--- src/rtl/lds_pkg.sv ---
// shared types, constants and rounding helpers for the lens disk sample offset block
package lds_pkg;

	localparam int unsigned DATA_W      = 34;
	localparam int unsigned MUL_B_W     = 17;
	localparam int unsigned PROD_W      = DATA_W + MUL_B_W;
	localparam int unsigned OUT_W       = 17;
	localparam int unsigned ATAN_ENTRIES = 24;
	localparam int unsigned IDX_W       = 5;
	localparam int unsigned CFG_IDX_W   = 2;

	localparam logic [15:0] GAIN_Q16    = 16'd39797;
	localparam logic [15:0] RADIUS_RST  = 16'd1280;
	localparam logic [15:0] FRAME_MAX   = 16'hFFFF;

	localparam logic [CFG_IDX_W-1:0] REG_LENS_RADIUS = CFG_IDX_W'(0);
	localparam logic [CFG_IDX_W-1:0] REG_SHIFT_SCALE = CFG_IDX_W'(1);

	localparam logic [31:0] ATAN_TAB [ATAN_ENTRIES] = '{
		32'h20000000, 32'h12E4051E, 32'h09FB385B, 32'h051111D4, 32'h028B0D43, 32'h0145D7E1,
		32'h00A2F61E, 32'h00517C55, 32'h0028BE53, 32'h00145F2F, 32'h000A2F98, 32'h000517CC,
		32'h00028BE6, 32'h000145F3, 32'h0000A2FA, 32'h0000517D, 32'h000028BE, 32'h0000145F,
		32'h00000A30, 32'h00000518, 32'h0000028C, 32'h00000146, 32'h000000A3, 32'h00000051
	};

	typedef logic signed [DATA_W-1:0] data_t;
	typedef logic signed [PROD_W-1:0] prod_t;
	typedef logic signed [OUT_W-1:0]  out_t;

	function automatic out_t clamp_out(input prod_t t);
		if (t > prod_t'(65535))
			return out_t'(65535);
		else if (t < -prod_t'(65535))
			return -out_t'(65535);
		else
			return out_t'(t);
	endfunction

	// q2.30 times q8.8, round to q8.8
	function automatic out_t sat_lens(input prod_t p);
		prod_t t;
		t = (p + (prod_t'(1) <<< 29)) >>> 30;
		return clamp_out(t);
	endfunction

	// q8.8 times q0.16, optionally negated, round to q8.8
	function automatic out_t sat_shift(input prod_t p, input logic neg);
		prod_t q;
		prod_t t;
		q = neg ? -p : p;
		t = (q + prod_t'(32768)) >>> 16;
		return clamp_out(t);
	endfunction

endpackage

--- src/rtl/lds_isqrt.sv ---
// bit-pair iterative integer square root of u * 2^16
module lds_isqrt (
	input  logic        clk,
	input  logic        arst_n,
	input  logic        start,
	input  logic [15:0] u,
	output logic        done,
	output logic [15:0] root
);
	logic [31:0] n_q;
	logic [31:0] res_q;
	logic [31:0] bit_q;
	logic        busy_q;
	logic        done_q;
	logic [31:0] trial;

	assign trial = res_q + bit_q;

	always_ff @(posedge clk or negedge arst_n) begin
		if (!arst_n) begin
			busy_q <= 1'b0;
			done_q <= 1'b0;
		end else begin
			done_q <= 1'b0;
			if (start) begin
				busy_q <= 1'b1;
			end else if (busy_q && bit_q[0]) begin
				busy_q <= 1'b0;
				done_q <= 1'b1;
			end
		end
	end

	always_ff @(posedge clk) begin
		if (start) begin
			n_q   <= {u, 16'd0};
			res_q <= '0;
			bit_q <= 32'd1 << 30;
		end else if (busy_q) begin
			if (n_q >= trial) begin
				n_q   <= n_q - trial;
				res_q <= (res_q >> 1) + bit_q;
			end else begin
				res_q <= res_q >> 1;
			end
			bit_q <= bit_q >> 2;
		end
	end

	assign done = done_q;
	assign root = res_q[15:0];
endmodule

--- src/rtl/lds_cordic.sv ---
// iterative rotation-mode cordic, one micro-rotation per cycle
module lds_cordic #(
	parameter int unsigned ITERS = 16
) (
	input  logic                clk,
	input  logic                arst_n,
	input  logic                start,
	input  logic [29:0]         x0,
	input  logic [29:0]         z0,
	output logic                done,
	output lds_pkg::data_t      x,
	output lds_pkg::data_t      y
);
	import lds_pkg::*;

	data_t            x_q;
	data_t            y_q;
	data_t            z_q;
	logic [IDX_W-1:0] i_q;
	logic             busy_q;
	logic             done_q;
	data_t            dx;
	data_t            dy;
	data_t            ang;

	assign dx  = y_q >>> i_q;
	assign dy  = x_q >>> i_q;
	assign ang = $signed({{(DATA_W-32){1'b0}}, ATAN_TAB[i_q]});

	always_ff @(posedge clk or negedge arst_n) begin
		if (!arst_n) begin
			busy_q <= 1'b0;
			done_q <= 1'b0;
			i_q    <= '0;
		end else begin
			done_q <= 1'b0;
			if (start) begin
				busy_q <= 1'b1;
				i_q    <= '0;
			end else if (busy_q) begin
				if (i_q == IDX_W'(ITERS - 1)) begin
					busy_q <= 1'b0;
					done_q <= 1'b1;
				end else begin
					i_q <= i_q + IDX_W'(1);
				end
			end
		end
	end

	always_ff @(posedge clk) begin
		if (start) begin
			x_q <= $signed({{(DATA_W-30){1'b0}}, x0});
			y_q <= '0;
			z_q <= $signed({{(DATA_W-30){1'b0}}, z0});
		end else if (busy_q) begin
			if (!z_q[DATA_W-1]) begin
				x_q <= x_q - dx;
				y_q <= y_q + dy;
				z_q <= z_q - ang;
			end else begin
				x_q <= x_q + dx;
				y_q <= y_q - dy;
				z_q <= z_q + ang;
			end
		end
	end

	assign done = done_q;
	assign x    = x_q;
	assign y    = y_q;
endmodule

--- src/rtl/lens_disk_sample_offset.sv ---
// Lens disk sample offset: maps a pair of uniform Q0.16 fractions onto the unit disk (radius
// sqrt(u), angle 2*pi*v), scales by the lens radius and derives the image shift, with a
// saturating frame counter. One beat is processed at a time, from input accept to output
// valid, in order: the bit-pair square root, the SEED and CSTART states that form the cordic
// seed, the cordic rotation of CORDIC_ITERATIONS steps (capped at 24 steps), and the four
// products through the single shared 34x17 multiplier followed by the output load. The next
// beat can be taken in the same cycle that output valid rises, so a new beat is accepted
// only once the last one has reached the output register.
// in_stall stays high while a beat is in flight; a finished beat may wait in the output
// register while the next one is accepted, and a beat in its last phase waits there while
// the output register is held. No clearing pass follows reset.
module lens_disk_sample_offset #(
	parameter int unsigned CORDIC_ITERATIONS = 16
) (
	input  logic                                   clk,
	input  logic                                   arst_n,
	input  logic                                   in_valid,
	output logic                                   in_stall,
	input  logic [15:0]                            rand_u,
	input  logic [15:0]                            rand_v,
	input  logic                                   restart,
	output logic                                   out_valid,
	input  logic                                   out_stall,
	output logic signed [16:0]                     lens_x,
	output logic signed [16:0]                     lens_y,
	output logic signed [16:0]                     shift_x,
	output logic signed [16:0]                     shift_y,
	output logic [15:0]                            frame_count,
	input  logic                                   cfg_valid,
	output logic                                   cfg_ready,
	input  logic [lds_pkg::CFG_IDX_W-1:0]          cfg_index,
	input  logic [15:0]                            cfg_data
);
	import lds_pkg::*;

	localparam int unsigned N_ITER =
		(CORDIC_ITERATIONS > ATAN_ENTRIES) ? ATAN_ENTRIES : CORDIC_ITERATIONS;

	typedef enum logic [3:0] {
		IDLE, SQRT, SEED, CSTART, CORD, MX, MY, SX, SY, FIN
	} state_t;

	state_t        state_q;
	logic [15:0]   radius_q;
	logic [15:0]   scale_q;
	logic [15:0]   frame_q;
	logic [13:0]   vres_q;
	logic [1:0]    quad_q;
	prod_t         prod_q;
	out_t          lx_q;
	out_t          ly_q;
	out_t          sx_q;
	logic          out_valid_q;
	out_t          lens_x_q;
	out_t          lens_y_q;
	out_t          shift_x_q;
	out_t          shift_y_q;
	logic [15:0]   frame_out_q;

	logic          in_acc;
	logic          out_free;
	logic          sqrt_done;
	logic [15:0]   root;
	logic          cord_done;
	data_t         cord_x;
	data_t         cord_y;
	data_t         cx;
	data_t         cy;
	data_t         mul_a;
	logic [MUL_B_W-1:0] mul_b;

	assign in_acc   = in_valid && !in_stall;
	assign in_stall = (state_q != IDLE);
	assign out_free = !out_valid_q || !out_stall;
	assign cfg_ready = 1'b1;

	lds_isqrt u_isqrt (
		.clk    (clk),
		.arst_n (arst_n),
		.start  (in_acc),
		.u      (rand_u),
		.done   (sqrt_done),
		.root   (root)
	);

	lds_cordic #(
		.ITERS (N_ITER)
	) u_cordic (
		.clk    (clk),
		.arst_n (arst_n),
		.start  (state_q == CSTART),
		.x0     (prod_q[31:2]),
		.z0     ({vres_q, 16'd0}),
		.done   (cord_done),
		.x      (cord_x),
		.y      (cord_y)
	);

	// quadrant rotation by multiples of 90 degrees
	always_comb begin
		unique case (quad_q)
			2'd0: begin cx = cord_x;  cy = cord_y;  end
			2'd1: begin cx = -cord_y; cy = cord_x;  end
			2'd2: begin cx = -cord_x; cy = -cord_y; end
			default: begin cx = cord_y; cy = -cord_x; end
		endcase
	end

	// shared multiplier operand select
	always_comb begin
		mul_a = '0;
		mul_b = '0;
		unique case (state_q)
			SEED: begin
				mul_a = $signed({{(DATA_W-16){1'b0}}, root});
				mul_b = {1'b0, GAIN_Q16};
			end
			MX: begin
				mul_a = cx;
				mul_b = {1'b0, radius_q};
			end
			MY: begin
				mul_a = cy;
				mul_b = {1'b0, radius_q};
			end
			SX: begin
				mul_a = DATA_W'(lx_q);
				mul_b = {1'b0, scale_q};
			end
			SY: begin
				mul_a = DATA_W'(ly_q);
				mul_b = {1'b0, scale_q};
			end
			default: begin
				mul_a = '0;
				mul_b = '0;
			end
		endcase
	end

	always_ff @(posedge clk) begin
		// product held in the last phase while the output register is busy
		if (state_q != FIN)
			prod_q <= mul_a * $signed(mul_b);
		if (in_acc) begin
			vres_q <= rand_v[13:0];
			quad_q <= rand_v[15:14];
		end
		if (state_q == MY)
			lx_q <= sat_lens(prod_q);
		if (state_q == SX)
			ly_q <= sat_lens(prod_q);
		if (state_q == SY)
			sx_q <= sat_shift(prod_q, 1'b1);
		if (state_q == FIN && out_free) begin
			lens_x_q    <= lx_q;
			lens_y_q    <= ly_q;
			shift_x_q   <= sx_q;
			shift_y_q   <= sat_shift(prod_q, 1'b0);
			frame_out_q <= frame_q;
		end
	end

	always_ff @(posedge clk or negedge arst_n) begin
		if (!arst_n) begin
			state_q     <= IDLE;
			out_valid_q <= 1'b0;
			radius_q    <= RADIUS_RST;
			scale_q     <= '0;
			frame_q     <= 16'd1;
		end else begin
			if (cfg_valid && cfg_ready) begin
				if (cfg_index == REG_LENS_RADIUS)
					radius_q <= cfg_data;
				else if (cfg_index == REG_SHIFT_SCALE)
					scale_q <= cfg_data;
			end
			if (state_q == FIN && out_free)
				out_valid_q <= 1'b1;
			else if (out_valid_q && !out_stall)
				out_valid_q <= 1'b0;
			unique case (state_q)
				IDLE: begin
					if (in_acc) begin
						state_q <= SQRT;
						if (restart)
							frame_q <= 16'd2;
						else if (frame_q != FRAME_MAX)
							frame_q <= frame_q + 16'd1;
					end
				end
				SQRT:   if (sqrt_done) state_q <= SEED;
				SEED:   state_q <= CSTART;
				CSTART: state_q <= CORD;
				CORD:   if (cord_done) state_q <= MX;
				MX:     state_q <= MY;
				MY:     state_q <= SX;
				SX:     state_q <= SY;
				SY:     state_q <= FIN;
				FIN: begin
					if (out_free)
						state_q <= IDLE;
				end
				default: state_q <= IDLE;
			endcase
		end
	end

	assign out_valid   = out_valid_q;
	assign lens_x      = lens_x_q;
	assign lens_y      = lens_y_q;
	assign shift_x     = shift_x_q;
	assign shift_y     = shift_y_q;
	assign frame_count = frame_out_q;

	a_accept_busy: assert property (@(posedge clk) disable iff (!arst_n)
		in_acc |=> in_stall)
		else $error("input taken without entering busy");

	a_frame_nonzero: assert property (@(posedge clk) disable iff (!arst_n)
		frame_q != 16'd0)
		else $error("frame counter wrapped to zero");

	a_sqrt_done_state: assert property (@(posedge clk) disable iff (!arst_n)
		sqrt_done |-> state_q == SQRT)
		else $error("square root finished outside its phase");

	a_cord_done_state: assert property (@(posedge clk) disable iff (!arst_n)
		cord_done |-> state_q == CORD)
		else $error("rotation finished outside its phase");

	a_out_from_fin: assert property (@(posedge clk) disable iff (!arst_n)
		$rose(out_valid) |-> $past(state_q == FIN))
		else $error("output beat raised outside the final phase");
endmodule
--- config.mk ---
export PLATFORM = sky130hd
export DESIGN_NAME = lens_disk_sample_offset
export DESIGN_NICKNAME = d
export VERILOG_FILES = /design/src/rtl/lds_pkg.sv /design/src/rtl/lds_isqrt.sv /design/src/rtl/lds_cordic.sv /design/src/rtl/lens_disk_sample_offset.sv
export SDC_FILE = /design/constraint.sdc
export NUM_CORES = 2
export LEC_CHECK = 0
export ABC_AREA = 1
export BUFFER_PORTS_ARGS = -buffer_cell sky130_fd_sc_hd__buf_2
export CAP_MARGIN = 5
export CORE_MARGIN = 2
export CORE_UTILIZATION = 35
export DETAILED_ROUTE_END_ITERATION = 10
export GPL_TIMING_DRIVEN = 0
export REMOVE_ABC_BUFFERS = 1
export SKIP_LAST_GASP = 1
export SYNTH_ARGS = -nofsm -noshare
export SYNTH_HDL_FRONTEND = slang
export SYNTH_SLANG_ARGS = --single-unit
--- constraint.sdc ---
create_clock -name clk -period 7.4 [get_ports clk]
set_input_delay 0.37 -clock clk [delete_from_list [all_inputs] [get_ports clk]]
set_output_delay 0.37 -clock clk [all_outputs]
set_load 0.1 [all_outputs]
==> summary.md <==
| Metric | Value |
|---|---|
| Seq cells post-synth | 446 |
| Clk buf depth | 3 |
| Max cap viols | 0 |
| Routed length per instance | roughly 21 um |
| Fin area | roughly 0.068 mm2 |
| CP max-delay cell | edfxtp_1 |
| Status | finished with violations |
| Max incr delay on CP | around 670 ps |
| Crit path max-delay family | adder cells |
| DRC | 0 |
| Clock transition at path regs | around 60 ps |
| Fmax | about 130 MHz |
| Netlist cell types | slightly below 80 |
| Vias in the first global route | around 55k |
| Port bufs | 141 |
| Sequential share of the synthesized area | approximately a fifth |
| Final worst slack | -487 ps |
| Root Buffer | clkbuf_16 |
| # IOs | approximately 140 |
| Async SR Flop Fraction | between 10% and 20% |
| Core box area | about 0.16 mm2 |
| 1st-pass router iterations | 7 |
| Dominant synthesized flop cell | edfxtp_1 |
| Initial antenna violation count | 6 |
| Initial Utilization | roughly a third |
| # setup viols final | 27 |
| Die Height | just over 400 um |
| Hpwl dp | approximately 160,000 um |
| Ranking of synthesized cells by area | fa_1 (18%), edfxtp_1 (14%), nand2_1 (12%) |
| Crit share post-route | 107% |
| Clk sinks | 446 |
| Startpoint types | register |
| Top-area cell type share of the netlist area | between 10% and 20% |
| Synth cell count leaders | nand2_1 (1,753), inv_1 (1,352), nor2_1 (712) |
| Die W | 407 um |
| Number of CTS-inserted buffers | 53 |
| Cell accounting for the most synthesized area | fa_1 |
| Final Hold Vio Count | 0 |
| CP endpoint kind | register |
| Nets | 9,050 |
| Synthesized area | about 0.057 mm2 |
| Min-delay worst type | in2reg |
| Crit path buffers/inverters | 8 |
| Drt initial violations | approximately 5.7k |
| Dpl cell area | 0.0598 mm2 |
| YS warnings | 0 |
| Crit path DAT | about 8300 ps |
| Rel. slew slack | under 10% |
| Syn-to-layout area delta | 20.0% |
| CP max FO | 9 |
| Syn Inst Count | 7,824 |
| Skew-Pair Late Insertion Delay | a little under 700 ps |
| Cell with the most instances after synthesis | nand2_1 |
| Failing checks | setup timing |
| Total GRT Usage | approximately 26% |
| Layout cells sized above 1 | 15.3% |
| Final ANT Viol Nets | 0 |
| EDFF count, synth | between 200 and 300 |
| First-pass GRT wire length | ~330,000 um |
| Final min period | ~8000 ps |
| RSZ-0062 raised after global routing | true |
| Largest net degree at the start of global routing | 74 |
| Rows | ~150 |
| Syn Area/Cell | about 7.3 um2 |
| Dominant cell type by count on the critical path | fa_1 |
| Slew @ Worst Pin | 1360 ps |
| Critical path class | reg2reg |
| Clk_skew | between 40 and 50 ps |
| Routed wire length | 217,000 um |
| Vias | around 56k |
| Die ar. | about 0.17 mm2 |
| Drt via density | ~5.4 |
| TritonCTS clock tree | done |
| CP required | around 7800 ps |
| Grt total ovfl | 0 |
| Slew Limit Fails | 0 |
| Htree depth | 2 |
| RePlAce Congestion | about 1.0 |
## cell usage in the layout (no fill, tap or decap), types with 48 or more instances in the layout
cell type	count
fa_1	489
xnor2_1	113
buf_4	262
ha_1	263
buf_2	140
nand3_1	540
inv_1	1250
nand2_1	1686
dfxtp_1	109
nor2_2	54
nor3_1	73
dfrtp_1	54
nand4_1	66
xor2_1	253
nand2_2	54
a21oi_1	312
nor2_4	55
nor2_1	637
edfxtp_1	262
dlygate4sd3_1	48
inv_2	76
clkbuf_16	55
o21ai_0	381
## state kept, by name, summed over array words and instances, names as in the netlist, 4 cells and up
register and flops:
u_isqrt.bit_q 16, ly_q 17, u_isqrt.n_q 32, radius_q 16
shift_y 17, u_cordic.i_q 5, vres_q 14, shift_x 17
u_cordic.y 34, lens_y 17, u_isqrt.res_q 32, sx_q 17
lens_x 17, frame_q 16, u_cordic.z_q 34, u_cordic.x 34
lx_q 17, frame_count 16, scale_q 16, prod_q 51
state_q 4
## per-stage QoR
stage	utilization (%)	std cells	hold WS, ps	setup WS [ps]	setup TNS (ps)
2_1_floorplan	-	7547	74.4	-1340	-36540
3_3_place_gp	36.7	9848	408	-5260	-879110
3_5_place_dp	37.2	9878	277	-3680	-135630
4_1_cts	41.4	10300	3.13	-322	-3550
5_1_grt	42.4	10400	43.1	-712	-15050
6_report	42.4	10400	49.2	-487	-8710
## metal layers
metal	global-route usage (%)	vias up	part of all wire (%)
li1	-	25700	-
met2	41.4	2614	45
met5	0	-	0.027
met4	14.7	6	6.9
met1	32.0	27000	39
met3	5.47	705	9.3
## cells by family (layout without fill, tap and decap cells)
group,count (synthesis),count (layout),synth area share (%)
flip-flops,446,446,20.9
XOR/XNOR,390,390,6.02
AO/OA/AOI/OAI,1161,1161,11.8
adder cells (fa/ha/maj),825,825,25.1
AND/OR/NAND/NOR,3330,3335,24.8
buffers and inverters,1671,2055,11.4
other,1,3,0.00661
## path summary, 6_finish.rpt
check | start | to | slack [ps] | depth (start not counted)
worst max-delay path | u_cordic.x[17] | prod_q[48] | -490 | 32
worst min-delay path | rand_u[1] | u_isqrt.n_q[17] | 50 | 3
worst max register to register | u_cordic.x[17] | prod_q[48] | -490 | 32
worst min register to register | sx_q[1] | shift_x[1] | 420 | 0
max in group asynchronous | arst_n | radius_q[8] | 6590 | 3
min in group asynchronous | arst_n | frame_q[3] | 130 | 2
## worst register-to-register path: cells and delay by family, from the launching register on
| family | cells | cell delay (ps) |
|---|---|---|
| AO/OA/AOI/OAI | 4 | 550 |
| AND/OR/NAND/NOR | 11 | 1660 |
| adder cells (fa/ha/maj) | 7 | 3330 |
| buffers and inverters | 8 | 1100 |
| XOR/XNOR | 2 | 330 |
| flip-flops | 1 | 670 |
## layout make-up
| type | instances | area, um2 |
|---|---|---|
| diodes | 2 | 5.00 |
| repair buffers | 555 | 4900 |
| well taps | 2160 | 2700 |
| fillers | 16200 | 92600 |
| multi-input cells | 5712 | 41200 |
| repair inverters | 7 | 51.3 |
| inverters | 1394 | 5500 |
| clock inverters | 36 | 390 |
| flip-flops and latches | 446 | 11900 |
| clock buffers | 63 | 1440 |
## repair_timing
action                                 4_1_cts  5_1_grt
buffers inserted                           266       75
resized for setup                          548      271
hold buffers                                48        0
endpoints found under the hold margin      119        0
pin swaps                                  282      228
cloned                                      11        1
setup endpoints to repair                   49       65
Power is left out: the tool's default activity adds up to more than one toggle a clock period on the data nets, which glitch-free logic cannot reach.
